--- src/rtl/mse_rf.sv ---
`timescale 1ns / 1ps

module mse_rf (
    input  logic        i_clk,
    input  logic        i_rst_n,
    input  logic        i_we,
    input  logic [4:0]  i_waddr,
    input  logic [31:0] i_wdata,
    input  logic        i_re,
    input  logic [4:0]  i_raddr_a,
    input  logic [4:0]  i_raddr_b,
    output logic [31:0] o_rdata_a,
    output logic [31:0] o_rdata_b
);

    logic [31:0] r_mem [32];
    logic [31:0] r_vld;
    logic [31:0] r_rdata_a;
    logic [31:0] r_rdata_b;
    logic        wr;

    // Register zero is never written, so it never becomes valid and reads zero.
    assign wr = i_we && (i_waddr != 5'd0);

    always_ff @(posedge i_clk) begin
        if (wr) begin
            r_mem[i_waddr] <= i_wdata;
        end
    end

    always_ff @(posedge i_clk) begin
        if (!i_rst_n) begin
            r_vld <= '0;
        end else if (wr) begin
            r_vld[i_waddr] <= 1'b1;
        end
    end

    // A write in the same cycle as a read of the same entry is forwarded.
    always_ff @(posedge i_clk) begin
        if (i_re) begin
            if (wr && (i_waddr == i_raddr_a)) begin
                r_rdata_a <= i_wdata;
            end else begin
                r_rdata_a <= r_vld[i_raddr_a] ? r_mem[i_raddr_a] : 32'd0;
            end
            if (wr && (i_waddr == i_raddr_b)) begin
                r_rdata_b <= i_wdata;
            end else begin
                r_rdata_b <= r_vld[i_raddr_b] ? r_mem[i_raddr_b] : 32'd0;
            end
        end
    end

    assign o_rdata_a = r_rdata_a;
    assign o_rdata_b = r_rdata_b;

endmodule

--- config.mk ---
export PLATFORM = sky130hd
export DESIGN_NAME = mse_rf
export DESIGN_NICKNAME = d
export VERILOG_FILES = /design/src/rtl/mse_rf.sv
export SDC_FILE = /design/constraint.sdc
export NUM_CORES = 2
export LEC_CHECK = 0
export BUFFER_PORTS_ARGS = -buffer_cell sky130_fd_sc_hd__buf_2
export CORE_UTILIZATION = 34
export CTS_CLUSTER_SIZE = 16
export DETAILED_ROUTE_END_ITERATION = 7
export PLACE_DENSITY = 0.56
export REMOVE_ABC_BUFFERS = 1
export SLEW_MARGIN = 20
export SYNTH_ARGS = -nofsm -noshare
export SYNTH_HDL_FRONTEND = slang
export SYNTH_SLANG_ARGS = --single-unit
export TNS_END_PERCENT = 100
--- constraint.sdc ---
create_clock -name i_clk -period 4.25 [get_ports i_clk]
set_clock_uncertainty 0.15 [all_clocks]
set_input_delay 0.2125 -clock i_clk [delete_from_list [all_inputs] [get_ports i_clk]]
set_output_delay 0.2125 -clock i_clk [all_outputs]
set_load 0.1 [all_outputs]
# Word level (Yosys, flattened, before mapping)
# Memory sizes are Yosys's and may differ from the RTL's.
# Index checks and enable logic that the tools add are counted.
# totals
reg_bits	96
ramBits	1024
input_bits	51
out_inout_bits	64
elab_cells	28
memories	1
# memory_table
name	depth	word_bits	read_ports	rd_clocked_by_memory_dff	wr	line	rtl
r_mem	32	32	2	0	1	16	logic [31:0] r_mem [32];
# op_classes
order_cmp	4
n_eq_ne	2
muxes	12
bitwise	1
reduce_logical	5
# op_table
op	n
$mux W32	4
$or A32 B32 Y32	1
$lt A5 B6 Y1 const B	3
$bmux W1 S5	2
$eq A5 B5 Y1	2
$demux W1 S5	1
$ge A5 B1 Y1 const B	1
$mux W1	5
$reduce_bool A5 Y1	1
$logic_and A1 B1 Y1	4

# Depth between registers and ports, before layout
# depth
word_depth	5
depth_mapped	10
ltp_nobuf	5

# Worst setup path before layout
# OpenSTA, ideal clock, no wires.
# synth_path
path_kind	input port to flip-flop
from	input i_waddr[2]
to	memory r_mem[12][0], enable pin
arrival_ns	2.514
required_ns	3.677
path_slack_ns	1.164
cell_stages	6
path_buffers	2
cell_sequence	buf_2 -> or3_1 -> o31ai_1 -> or3_1 -> clkbuf_1 -> nor2_1
# synth_via
elab_chain_len	4
# synth_lines
item	line	rtl
from (decl)	7	input logic [4:0] i_waddr,
$reduce_bool A5 Y1	23	assign wr = i_we && (i_waddr != 5'd0);
$logic_and A1 B1 Y1	23	
$mux W1	26	if (wr) begin
$mux W1 (not written as such)	27	r_mem[i_waddr] <= i_wdata;
to (decl)	16	
# Several ways; a longest one is shown, not always the timed one.

# Worst setup path in the final report
# layout_path
from	input i_raddr_a[2]
to	register r_rdata_a[23], in the netlist o_rdata_a[23] (data pin)
# layout_via
elab_chain_len	4
elab_cells_between_ends	7
# layout_lines
item	line	rtl
from (decl)	10	input logic [4:0] i_raddr_a,
$bmux W1 S5	45	r_rdata_a <= r_vld[i_raddr_a] ? r_mem[i_raddr_a] : 32'd0;
$mux W1 (not written as such)	45	
$mux W32	45	
$mux W32 (*)	42	if (wr && (i_waddr == i_raddr_a)) begin
to (signal assigned)	43	r_rdata_a <= i_wdata;
to (signal assigned)	45	
to (decl)	18	logic [31:0] r_rdata_a;
# Every way passes the cells marked *; elsewhere a longest branch is shown, timed or not. The select of a mux whose other input is x is not followed.
# A chain may end at the register's enable or synchronous reset.

==> out/metrics.yaml <==
cts_tree: "done"
hpwl_um: 86100
syn_avg_cell_area_sq_um: 20.9
yosys_warnings: 0
post_cts_buffers: 0
drt_pass1_iterations: 5
p_per_area_nw_per_um2: 425
min_period_ps: 2940
crit_path_end: "o_rdata_a[23]"
coreArea_sq_um: 148000
synth-async-reset-ratio_pct: 0
p_int_mw: 19.2
grt_overflow: 0
setup_total_negative_slack_ps: 0
r2r_end: "o_rdata_b[0]"
crit_fanout: 40
min_from: "i_raddr_a[4]"
viasPerCell: 5.87
synth_top_area_share_pct: 64.0
cts.sinks: 1120
dieArea_sq_um: 152000
cts-resized-gates: 0
crit_buf_inv: 3
io_pins: 115
p_leak_nw: 18.5
critical_path_class: "input port to flip-flop"
switching_share_pct: 23.3
clock-root-buffer: "clkbuf_16"
routed_wl_um: 154000
combPwrFrac_pct: 9.1
critPathSlowestCell: "buf_4"
gp_congestion: 0.774
synthTopCellsByArea: "edfxtp_1 64%, mux4_2 25%, mux2i_1 2.9%"
rr_worst_depth: 6
peakVddDrop_uv: 317
grt_pass1_wl_um: 219000
seq_power_share_pct: 49.6
grt_pass1_vias: 29454
die_h_um: 390
area_delta_synth_final_pct: 15.1
crit_cells: 8
vias: 27875
drc: 0
fin_cells: 4746
cp-end-kind: "flip-flop"
fillers: 13097
synth_edf_count: 1088
drv_cap: 0
port_buffers: 114
max_slew_margin_pct: 34.4
crit_arrival_ps: 3340
first_iter_violations: 3287
fin_nets: 2695
yosysMostFrequentCell: "edfxtp_1"
clk_latency_ps: 710
dp_cells: 4489
ys_types: 44
fmax_mhz: 340
postRouteAntennaNets: 0
drive_above_1_share_pct: 36.7
period_share_pct: 69.2
fp-row-count: 141
post_synth_inst_count: 2440
holdWs_ps: 174
synth-seq-area-share_pct: 65.2
grt_start_max_net_pins: 83
h-tree-depth: 3
critPathMaxStageDelay_ps: 690
r2r-start: "r_vld[23]"
hold_buffers: 35
crit_path_start_kind: "input port"
maxSlewViolCount: 0
p_sw_mw: 5.84
syn_area_sq_um: 51100
synth-seq-cells: 1120
hold_class: "input port to flip-flop"
initial_core_util_pct: 34.4
crit_top_cell: "buf_4"
synth_top_area_cell: "edfxtp_1"
worst_slack_ps: 1310
synth_common_cells: "1088 x edfxtp_1, 578 x mux4_2, 147 x mux2i_1"
worst_pin_slew_ps: 976
cts_buffers: 120
final-hold-violation-count: 0
antenna_found_initial: 4
cp.required_ps: 4650
dpl_worst_slack_ps: 755
rsz0062_at_grt: "no"
clkPwrFrac_pct: 41.3
timing.reg2reg.setup_slack_ps: 1540
path_clk_slew_ps: 60
die_x_um: 390
wire_per_inst_um: 32.5
grt_use_total_pct: 20.3
finalSetupViolations: 0
run_status: "finished clean"
cts_buffer_depth: 3
synth_ff_type: "edfxtp_1"
startpoint: "i_raddr_a[2]"
crit_chain: "dlygate4sd3_1, buf_4, buf_4, nor2_1, a221oi_1, a22oi_1, o32a_1, o21ai_1"
cpLargestDelayFamily: "buffers and inverters"
layout by cell type (no fill, tap or decap), types with 25 or more instances in the layout:
cell type and count:
edfxtp_1 1088, mux4_2 578, mux2i_1 147, clkbuf_16 122
buf_2 105, buf_4 75, nand2_1 66, o21ai_1 62
o22ai_1 61, a21oi_1 61, dlygate4sd3_1 35, conb_1 32
dfxtp_1 32, nor2_4 31, o21a_1 31, clkbuf_1 28
clkinv_2 25
state kept, by name, indices dropped and copies added, names as in the netlist:
| signal | count |
|---|---|
| o_rdata_b | 32 |
| o_rdata_a | 32 |
| r_mem | 1024 |
| r_vld | 32 |
tightest hold or removal path, cell delays in order:
cell and delay [ps]:
buf_6 160, mux2i_1 160, o22ai_1 160, a21oi_1 60, o21ai_1 110
cell type report:
| cell class | instances | area, sq um | area share [%] |
|---|---|---|---|
| Antenna cell | 2 | 5.00 | 0.00851 |
| Multi-Input combinational cell | 1156 | 17100 | 29.1 |
| Clock inverter | 65 | 624 | 1.06 |
| Timing Repair Buffer | 245 | 2000 | 3.41 |
| Tap cell | 2002 | 2500 | 4.26 |
| Inverter | 1 | 5.00 | 0.00851 |
| Sequential cell | 1120 | 33300 | 56.7 |
| Clock buffer | 155 | 3230 | 5.49 |
logic make-up (layout without fill, tap and decap cells):
logic type                after synthesis  in the layout  synth area share [%]
other                                   1             34               0.00734
xor gates and xnor gates               10             10                 0.171
AOI/OAI and AO/OA                     247            247                  2.94
and+or+nand+nor                       142            142                  1.26
muxes                                 725            725                  28.4
buffers and inverters                 195            466                  2.05
DFF                                  1120           1120                  65.2
power by group through the flow:
| stage | clock (mW) | sequential [mW] | combinational, mW |
|---|---|---|---|
| 2_1_floorplan | 0 | 12.9 | 0.953 |
| 3_3_place_gp | 0 | 12.6 | 2.23 |
| 3_5_place_dp | 0 | 12.6 | 2.26 |
| 4_1_cts | 10.5 | 12.4 | 2.29 |
| 5_1_grt | 10.9 | 12.4 | 2.39 |
| 6_report | 10.3 | 12.4 | 2.27 |
stage by stage:
step                      area [sq um]  utilization, %  total power [mW]
after floorplan                  50200               -              13.8
after global placement           54600            36.8              14.9
after detailed placement         54600            36.8              14.9
after CTS                        58800            39.6              25.2
after global routing             58800            39.6              25.7
final                            58800            39.6              25.0
per-layer routing:
layer	up-vias	part of all wire, %	track usage (%)
met5	-	0.030	0
met1	15217	42	28.8
met4	6	2.6	5.58
met2	1370	47	31.9
li1	11041	-	-
met3	241	8.1	3.88
worst min-delay path by stage:
stage | depth (start not counted) | end | slack, ps
global placement | 1 | r_vld[27] | 320
finish | 5 | o_rdata_a[24] | 170
detailed placement | 1 | r_vld[26] | 320
floorplan | 0 | r_mem[0][0] | 160
CTS | 5 | o_rdata_a[24] | 110
global route | 4 | r_mem[7][2] | 170
(Power assumes the default switching activity.)
