`src/rtl/mse_pkg.sv`:
```
`timescale 1ns / 1ps

package mse_pkg;

    // Default size of the instruction store, in words.
    localparam int IMEM_DEPTH_DEF = 1024;

    // Item commands on the input channel.
    localparam logic [1:0] CMD_LOAD = 2'd0;
    localparam logic [1:0] CMD_STEP = 2'd1;
    localparam logic [1:0] CMD_READ = 2'd2;

    // Result status codes.
    localparam logic [1:0] ST_OK      = 2'd0;
    localparam logic [1:0] ST_END     = 2'd1;
    localparam logic [1:0] ST_UNKNOWN = 2'd2;

    // Primary opcodes of the supported instructions.
    localparam logic [5:0] OP_SPECIAL = 6'd0;
    localparam logic [5:0] OP_BEQ     = 6'd4;
    localparam logic [5:0] OP_BNE     = 6'd5;
    localparam logic [5:0] OP_ADDI    = 6'd8;

    // Function codes under the SPECIAL opcode.
    localparam logic [5:0] FN_SLL = 6'd0;
    localparam logic [5:0] FN_SRL = 6'd2;
    localparam logic [5:0] FN_SRA = 6'd3;
    localparam logic [5:0] FN_ADD = 6'd32;
    localparam logic [5:0] FN_AND = 6'd36;
    localparam logic [5:0] FN_OR  = 6'd37;
    localparam logic [5:0] FN_SLT = 6'd42;

    // Outcome of executing one instruction.
    typedef struct packed {
        logic [1:0]  status;
        logic        we;
        logic [4:0]  waddr;
        logic [31:0] wdata;
        logic [31:0] pc_next;
    } t_exec_res;

endpackage

```
`src/rtl/mse_alu.sv`:
```
`timescale 1ns / 1ps

module mse_alu (
    input  logic [31:0]         i_ins,
    input  logic [31:0]         i_a,
    input  logic [31:0]         i_b,
    input  logic [31:0]         i_pc,
    input  logic [31:0]         i_pc4,
    input  logic                i_end,
    output mse_pkg::t_exec_res  o_res
);
    import mse_pkg::*;

    logic [5:0]  op;
    logic [5:0]  fn;
    logic [4:0]  rt;
    logic [4:0]  rd;
    logic [4:0]  sa;
    logic [31:0] imm;
    logic [31:0] br_tgt;
    t_exec_res   res;

    assign op     = i_ins[31:26];
    assign rt     = i_ins[20:16];
    assign rd     = i_ins[15:11];
    assign sa     = i_ins[10:6];
    assign fn     = i_ins[5:0];
    assign imm    = {{16{i_ins[15]}}, i_ins[15:0]};
    assign br_tgt = i_pc4 + {imm[29:0], 2'b00};

    always_comb begin
        res.status  = ST_OK;
        res.we      = 1'b0;
        res.waddr   = rd;
        res.wdata   = 32'd0;
        res.pc_next = i_pc4;
        if (i_end) begin
            res.status  = ST_END;
            res.pc_next = i_pc;
        end else begin
            unique case (op)
                OP_ADDI: begin
                    res.we    = 1'b1;
                    res.waddr = rt;
                    res.wdata = i_a + imm;
                end
                OP_BEQ: begin
                    if (i_a == i_b) begin
                        res.pc_next = br_tgt;
                    end
                end
                OP_BNE: begin
                    if (i_a != i_b) begin
                        res.pc_next = br_tgt;
                    end
                end
                OP_SPECIAL: begin
                    res.we = 1'b1;
                    unique case (fn)
                        FN_ADD:  res.wdata = i_a + i_b;
                        FN_AND:  res.wdata = i_a & i_b;
                        FN_OR:   res.wdata = i_a | i_b;
                        FN_SLL:  res.wdata = i_b << sa;
                        FN_SRL:  res.wdata = i_b >> sa;
                        FN_SRA:  res.wdata = $unsigned($signed(i_b) >>> sa);
                        FN_SLT:  res.wdata = {31'd0, $signed(i_a) < $signed(i_b)};
                        default: begin
                            res.we     = 1'b0;
                            res.status = ST_UNKNOWN;
                        end
                    endcase
                end
                default: begin
                    res.status = ST_UNKNOWN;
                end
            endcase
        end
    end

    assign o_res = res;

endmodule

```
`config.mk`:
```
export PLATFORM = sky130hd
export DESIGN_NAME = mse_alu
export DESIGN_NICKNAME = d
export VERILOG_FILES = /design/src/rtl/mse_pkg.sv /design/src/rtl/mse_alu.sv
export SDC_FILE = /design/constraint.sdc
export NUM_CORES = 1
export LEC_CHECK = 0
export ABC_CLOCK_PERIOD_IN_PS = 6300
export BUFFER_PORTS_ARGS = -buffer_cell sky130_fd_sc_hd__buf_4
export CAP_MARGIN = 20
export CORE_MARGIN = 2
export CORE_UTILIZATION = 28
export DETAILED_ROUTE_END_ITERATION = 12
export GPL_ROUTABILITY_DRIVEN = 0
export SLEW_MARGIN = 5
export SYNTH_ARGS = -nofsm -noshare
export SYNTH_HDL_FRONTEND = slang
export SYNTH_SLANG_ARGS = --single-unit
```
`constraint.sdc`:
```
create_clock -name vclk -period 6.3
set_clock_uncertainty 0.05 [all_clocks]
set_input_delay 1.575 -clock vclk [all_inputs]
set_output_delay 1.575 -clock vclk [all_outputs]
set_load 0.05 [all_outputs]
```
# ---- Yosys cells after proc, flatten, opt, wreduce, memory -nomap -nowiden
# Cells that the tools add are included.
# Widths: inputs -> output; s select.
dict set report totals {
  register_bits 0
  input_bits 161
  output_inout_bits 72
}
dict set report classes {
  add_sub_neg 3
  n_lt_le_gt_ge 1
  eq_ne 11
  n_shift 3
  mux 12
  bitwise 2
  reduce_logical 4
}
# op count
set ops {}
lappend ops {{$pmux 32 s7} 1}
lappend ops {{$pmux 32 s2} 2}
lappend ops {{$add 32x32->32} 3}
lappend ops {{$mux 32} 3}
lappend ops {{$mux 38} 1}
lappend ops {{$and 32x32->32} 1}
lappend ops {{$eq 32x32->1} 1}
lappend ops {{$lt 32x32->1} 1}
lappend ops {{$ne 32x32->1} 1}
lappend ops {{$or 32x32->32} 1}
lappend ops {{$shl 32x5->32} 1}
lappend ops {{$shr 32x5->32} 1}
lappend ops {{$sshr 32x5->32} 1}
lappend ops {{$eq 6x6->1 const B} 4}
lappend ops {{$eq 6x2->1 const B} 2}
lappend ops {{$eq 6x3->1 const B} 2}
lappend ops {{$logic_not 6->1} 2}
lappend ops {{$reduce_or 7->1} 1}
lappend ops {{$eq 6x4->1 const B} 1}
lappend ops {{$mux 5} 1}
lappend ops {{$pmux 2 s2} 1}
lappend ops {{$mux 3} 1}
lappend ops {{$reduce_or 3->1} 1}
lappend ops {{$mux 2} 1}
lappend ops {{$pmux 1 s2} 1}

# ---- Logic depth before layout (Yosys ltp)
dict set report logic_depth {
  word_depth 5
  mapped_depth 13
  mapped_depth_nobuf 12
}

# ---- Least setup slack after synthesis
# OpenSTA, ideal clock, no wires.
dict set report synth_timing {
  path_kind {in2out}
  start {in i_b[31]}
  end {out o_res[26] (netlist name)}
  arrival_ns 4.946
  required_time_ns 4.675
  path_slack_ns -0.271
  path_stages 11
  path_buffers 3
  cell_sequence {clkbuf_1 inv_1 ha_1 nor4_1 nand2_1 nor4_2 xnor2_1 or3_1 clkbuf_1 clkbuf_1 o31ai_1}
}
# element line
set synth_lines {}
lappend synth_lines {{start: declaration} mse_alu.sv:6} ;# input logic [31:0] i_b,
lappend synth_lines {{end: declaration} mse_alu.sv:10} ;# output mse_pkg::t_exec_res o_res

==> results by group <==
Detailed routing
  • DRC errors left: 0
  • Wirelength per Cell: approximately 21 um
  • First-pass DRT Iterations: 6
  • Antenna Nets Post-Route: 0
  • DR vias: roughly 14000
  • Vias per cell: 5.819
  • Initial DRC Count: ~1600
  • Final wirelength: between 50 and 60 mm

Pwr
  • Clock power frac: 0
  • Leak: roughly 6.6 nW
  • Internal power: 0.5264 mW
  • Reg power frac: 0
  • Worst VDD drop: between 0.03 and 0.04 mV
  • Combinational share of power: 1.000
  • Net Sw Power: 0.7126 mW
  • Power Density: approximately 86 nW/um^2
  • Sw Ratio: 0.5751

Setup path
  • Critical-path cell list: buf_4, inv_1, ha_1, nor4_2, nand2_1, nor4_4, buf_4, xnor2_1, or3_1, buf_4, and2_0, a311oi_2, a21oi_1, buf_4
  • Crit end category: primary output
  • Top Family by Delay on Critical Path: simple AND/OR/NAND/NOR gates
  • Worst EP arrival: around 4600 ps
  • Slowest cell on crit path: ha_1
  • Crit path launch type: input port
  • Crit path required time: between 4000 and 5000 ps
  • CP Max Fanout: 10
  • WS Path Type: in -> out
  • Buf/Inv on CP: 5
  • Max stage delay on crit path: between 300 and 400 ps
  • CP most frequent cell: buf_4

Finish
  • Area growth syn-to-layout: 31.93%
  • Share of layout cells above drive strength 1: 0.2696
  • FFs & Latches: 0
  • Final nets: 2195
  • Filler cell count in the final layout: 4151
  • Non-Filler Instances: ~2400
  • Register Area: 0 um^2
  • Layout clock buffers: 0
  • Antenna Cells: 0

Place
  • PortBufs: 228
  • HPWL Detailed: 40.91 mm
  • Placed cells: 2388

STA
  • Crit path time final: roughly 6200 ps
  • Normalized max-slew margin: 0.5203
  • Worst-Margin Slew: between 700 and 800 ps
  • Fin Setup TNS: 0 ps
  • Final setup vio count: 0
  • Post-route clock period utilization: 0.9912
  • Hold Vio Cnt, Final: 0
  • Peak Freq: 0.1601 GHz
  • Unrepaired setup endpoints after global routing: yes
  • Slew Viols, Final: 0

GRT
  • Met1 usage: 0.3117
  • Initial antenna violation count: 1
  • Largest net degree at the start of global routing: 81
  • Vias in the first global route: around 13000
  • GR peak layer: met2
  • Gr ovfl total: 0
  • Met2 GRT Util: 0.3736
  • GRT Overall Usage: 0.2336
  • Met3 Track Usage GR: 0.03693
  • First-pass GRT wire length: around 76 mm

Logic synthesis
  • Post-Syn Instances: approximately 1600
  • Cell area after synthesis: ~11000 um^2
  • Most frequent cells after synthesis: 184 x a21oi_1, 174 x nor2_1, 156 x ha_1
  • Synthesized net count: between 1500 and 2000
  • Post-synthesis sequential area ratio: 0
  • Distinct cell type count after synthesis: 73
  • Top-area cell type share of the netlist area: 0.1785
  • Synth Area per Inst: 6.886 um^2
  • Area contributors post-synth: ha_1 18%, mux4_2 11%, a21oi_1 8.4%
  • Most frequent cell after synthesis: a21oi_1
  • Largest area contributor in the synthesized netlist: ha_1
  • Synth warn: 0

Hold path
  • Hold path startpoint: i_ins[16]
  • WHS Endpoint: o_res[64]
  • Hold Crit Depth: 4
  • Hold crit path type: in -> out

Floorplanning
  • Initial core utilization: 0.2836
  • Io pins: 233
  • Die H: 201.6 um
  • Core Area: about 39000 um^2
  • Floorplan row count: 72
  • Die W: approximately 200 um
  • Area of the die: 40650 um^2

Run
  • Maxcap violations: 0

CTS
  • Hold buffers post-CTS: 0

Outcome
  • Status: completed
power groups by stage:
| stage | clock network, mW | registers, mW | logic (mW) |
|---|---|---|---|
| global placement | 0 | 0 | 1.16 |
| global route | 0 | 0 | 1.34 |
| detailed placement | 0 | 0 | 1.17 |
| floorplan | 0 | 0 | 0.754 |
| finish | 0 | 0 | 1.24 |
| CTS | 0 | 0 | 1.19 |
repair_timing:
| action | in CTS | in global routing |
|---|---|---|
| buffers inserted | 0 | 3 |
| pin swaps | 2 | 19 |
| resized for setup | 13 | 52 |
| endpoints found under the setup margin | 16 | 36 |
stage by stage:
stage	setup WS (ps)	hold slack [ps]	util	power, mW	area (um^2)
after CTS	0.6315	3446	0.3673	1.189	14160
final	55.50	3444	0.3742	1.239	14430
after detailed placement	-108.1	3445	0.3658	1.174	14100
after global placement	-97.20	3447	0.3658	1.158	14100
after global routing	-92.70	3474	0.3742	1.337	14430
after floorplan	-270.7	3267	-	0.7537	10940
logic make-up after synthesis:
logic type / Yosys count / synth area share
multiplexers: 105 / 0.1571
adder cells (fa/ha/maj): 159 / 0.1840
AND/OR/NAND/NOR: 453 / 0.1890
buffers and inverters: 203 / 0.07254
AO/OA/AOI/OAI: 588 / 0.3333
XOR/XNOR: 80 / 0.06407
worst max path at each step:
stage | from | to | slack, ps | depth (start not counted)
2_1_floorplan | i_b[31] | o_res[26] | -270 | 11
3_3_place_gp | i_a[0] | o_res[55] | -100 | 14
3_5_place_dp | i_b[23] | o_res[22] | -110 | 14
4_1_cts | i_a[0] | o_res[61] | 0.6 | 14
5_1_grt | i_b[5] | o_res[22] | -90 | 14
6_report | i_b[5] | o_res[22] | 60 | 14
area by class of cell:
class	count	area [um^2]	share of cell area
tap	518	648.1	0.04492
timing repair buffer	383	2940	0.2038
inverter	105	394.1	0.02732
multi-input combinational	1385	10450	0.7240
tightest hold or removal path: stages:
cell and delay [ps]:
buf_4 70, nand2_1 40, nand2_1 50, buf_4 180
cells in the final DEF, fill, tap and decap left out, drive strengths merged, types with 16 or more instances in the layout:
master and count:
nand2 134, o21bai 18, nand3 19, o211ai 21
mux2i 49, nor3 28, mux4 53, a21oi 184
inv 105, ha 156, a211oi 26, xnor2 40
a21o 51, nor2 174, buf 383, xor2 40
nor4 16, o21ai 147, o22ai 32
per-layer routing:
metal  vias to the layer above  part of all wire
met2                       784              0.45
met3                       156             0.094
met4                         2             0.050
met5                         -           0.00026
met1                      6536              0.41
li1                       6436                 -
Note: power is estimated with default switching activity, not from simulation.
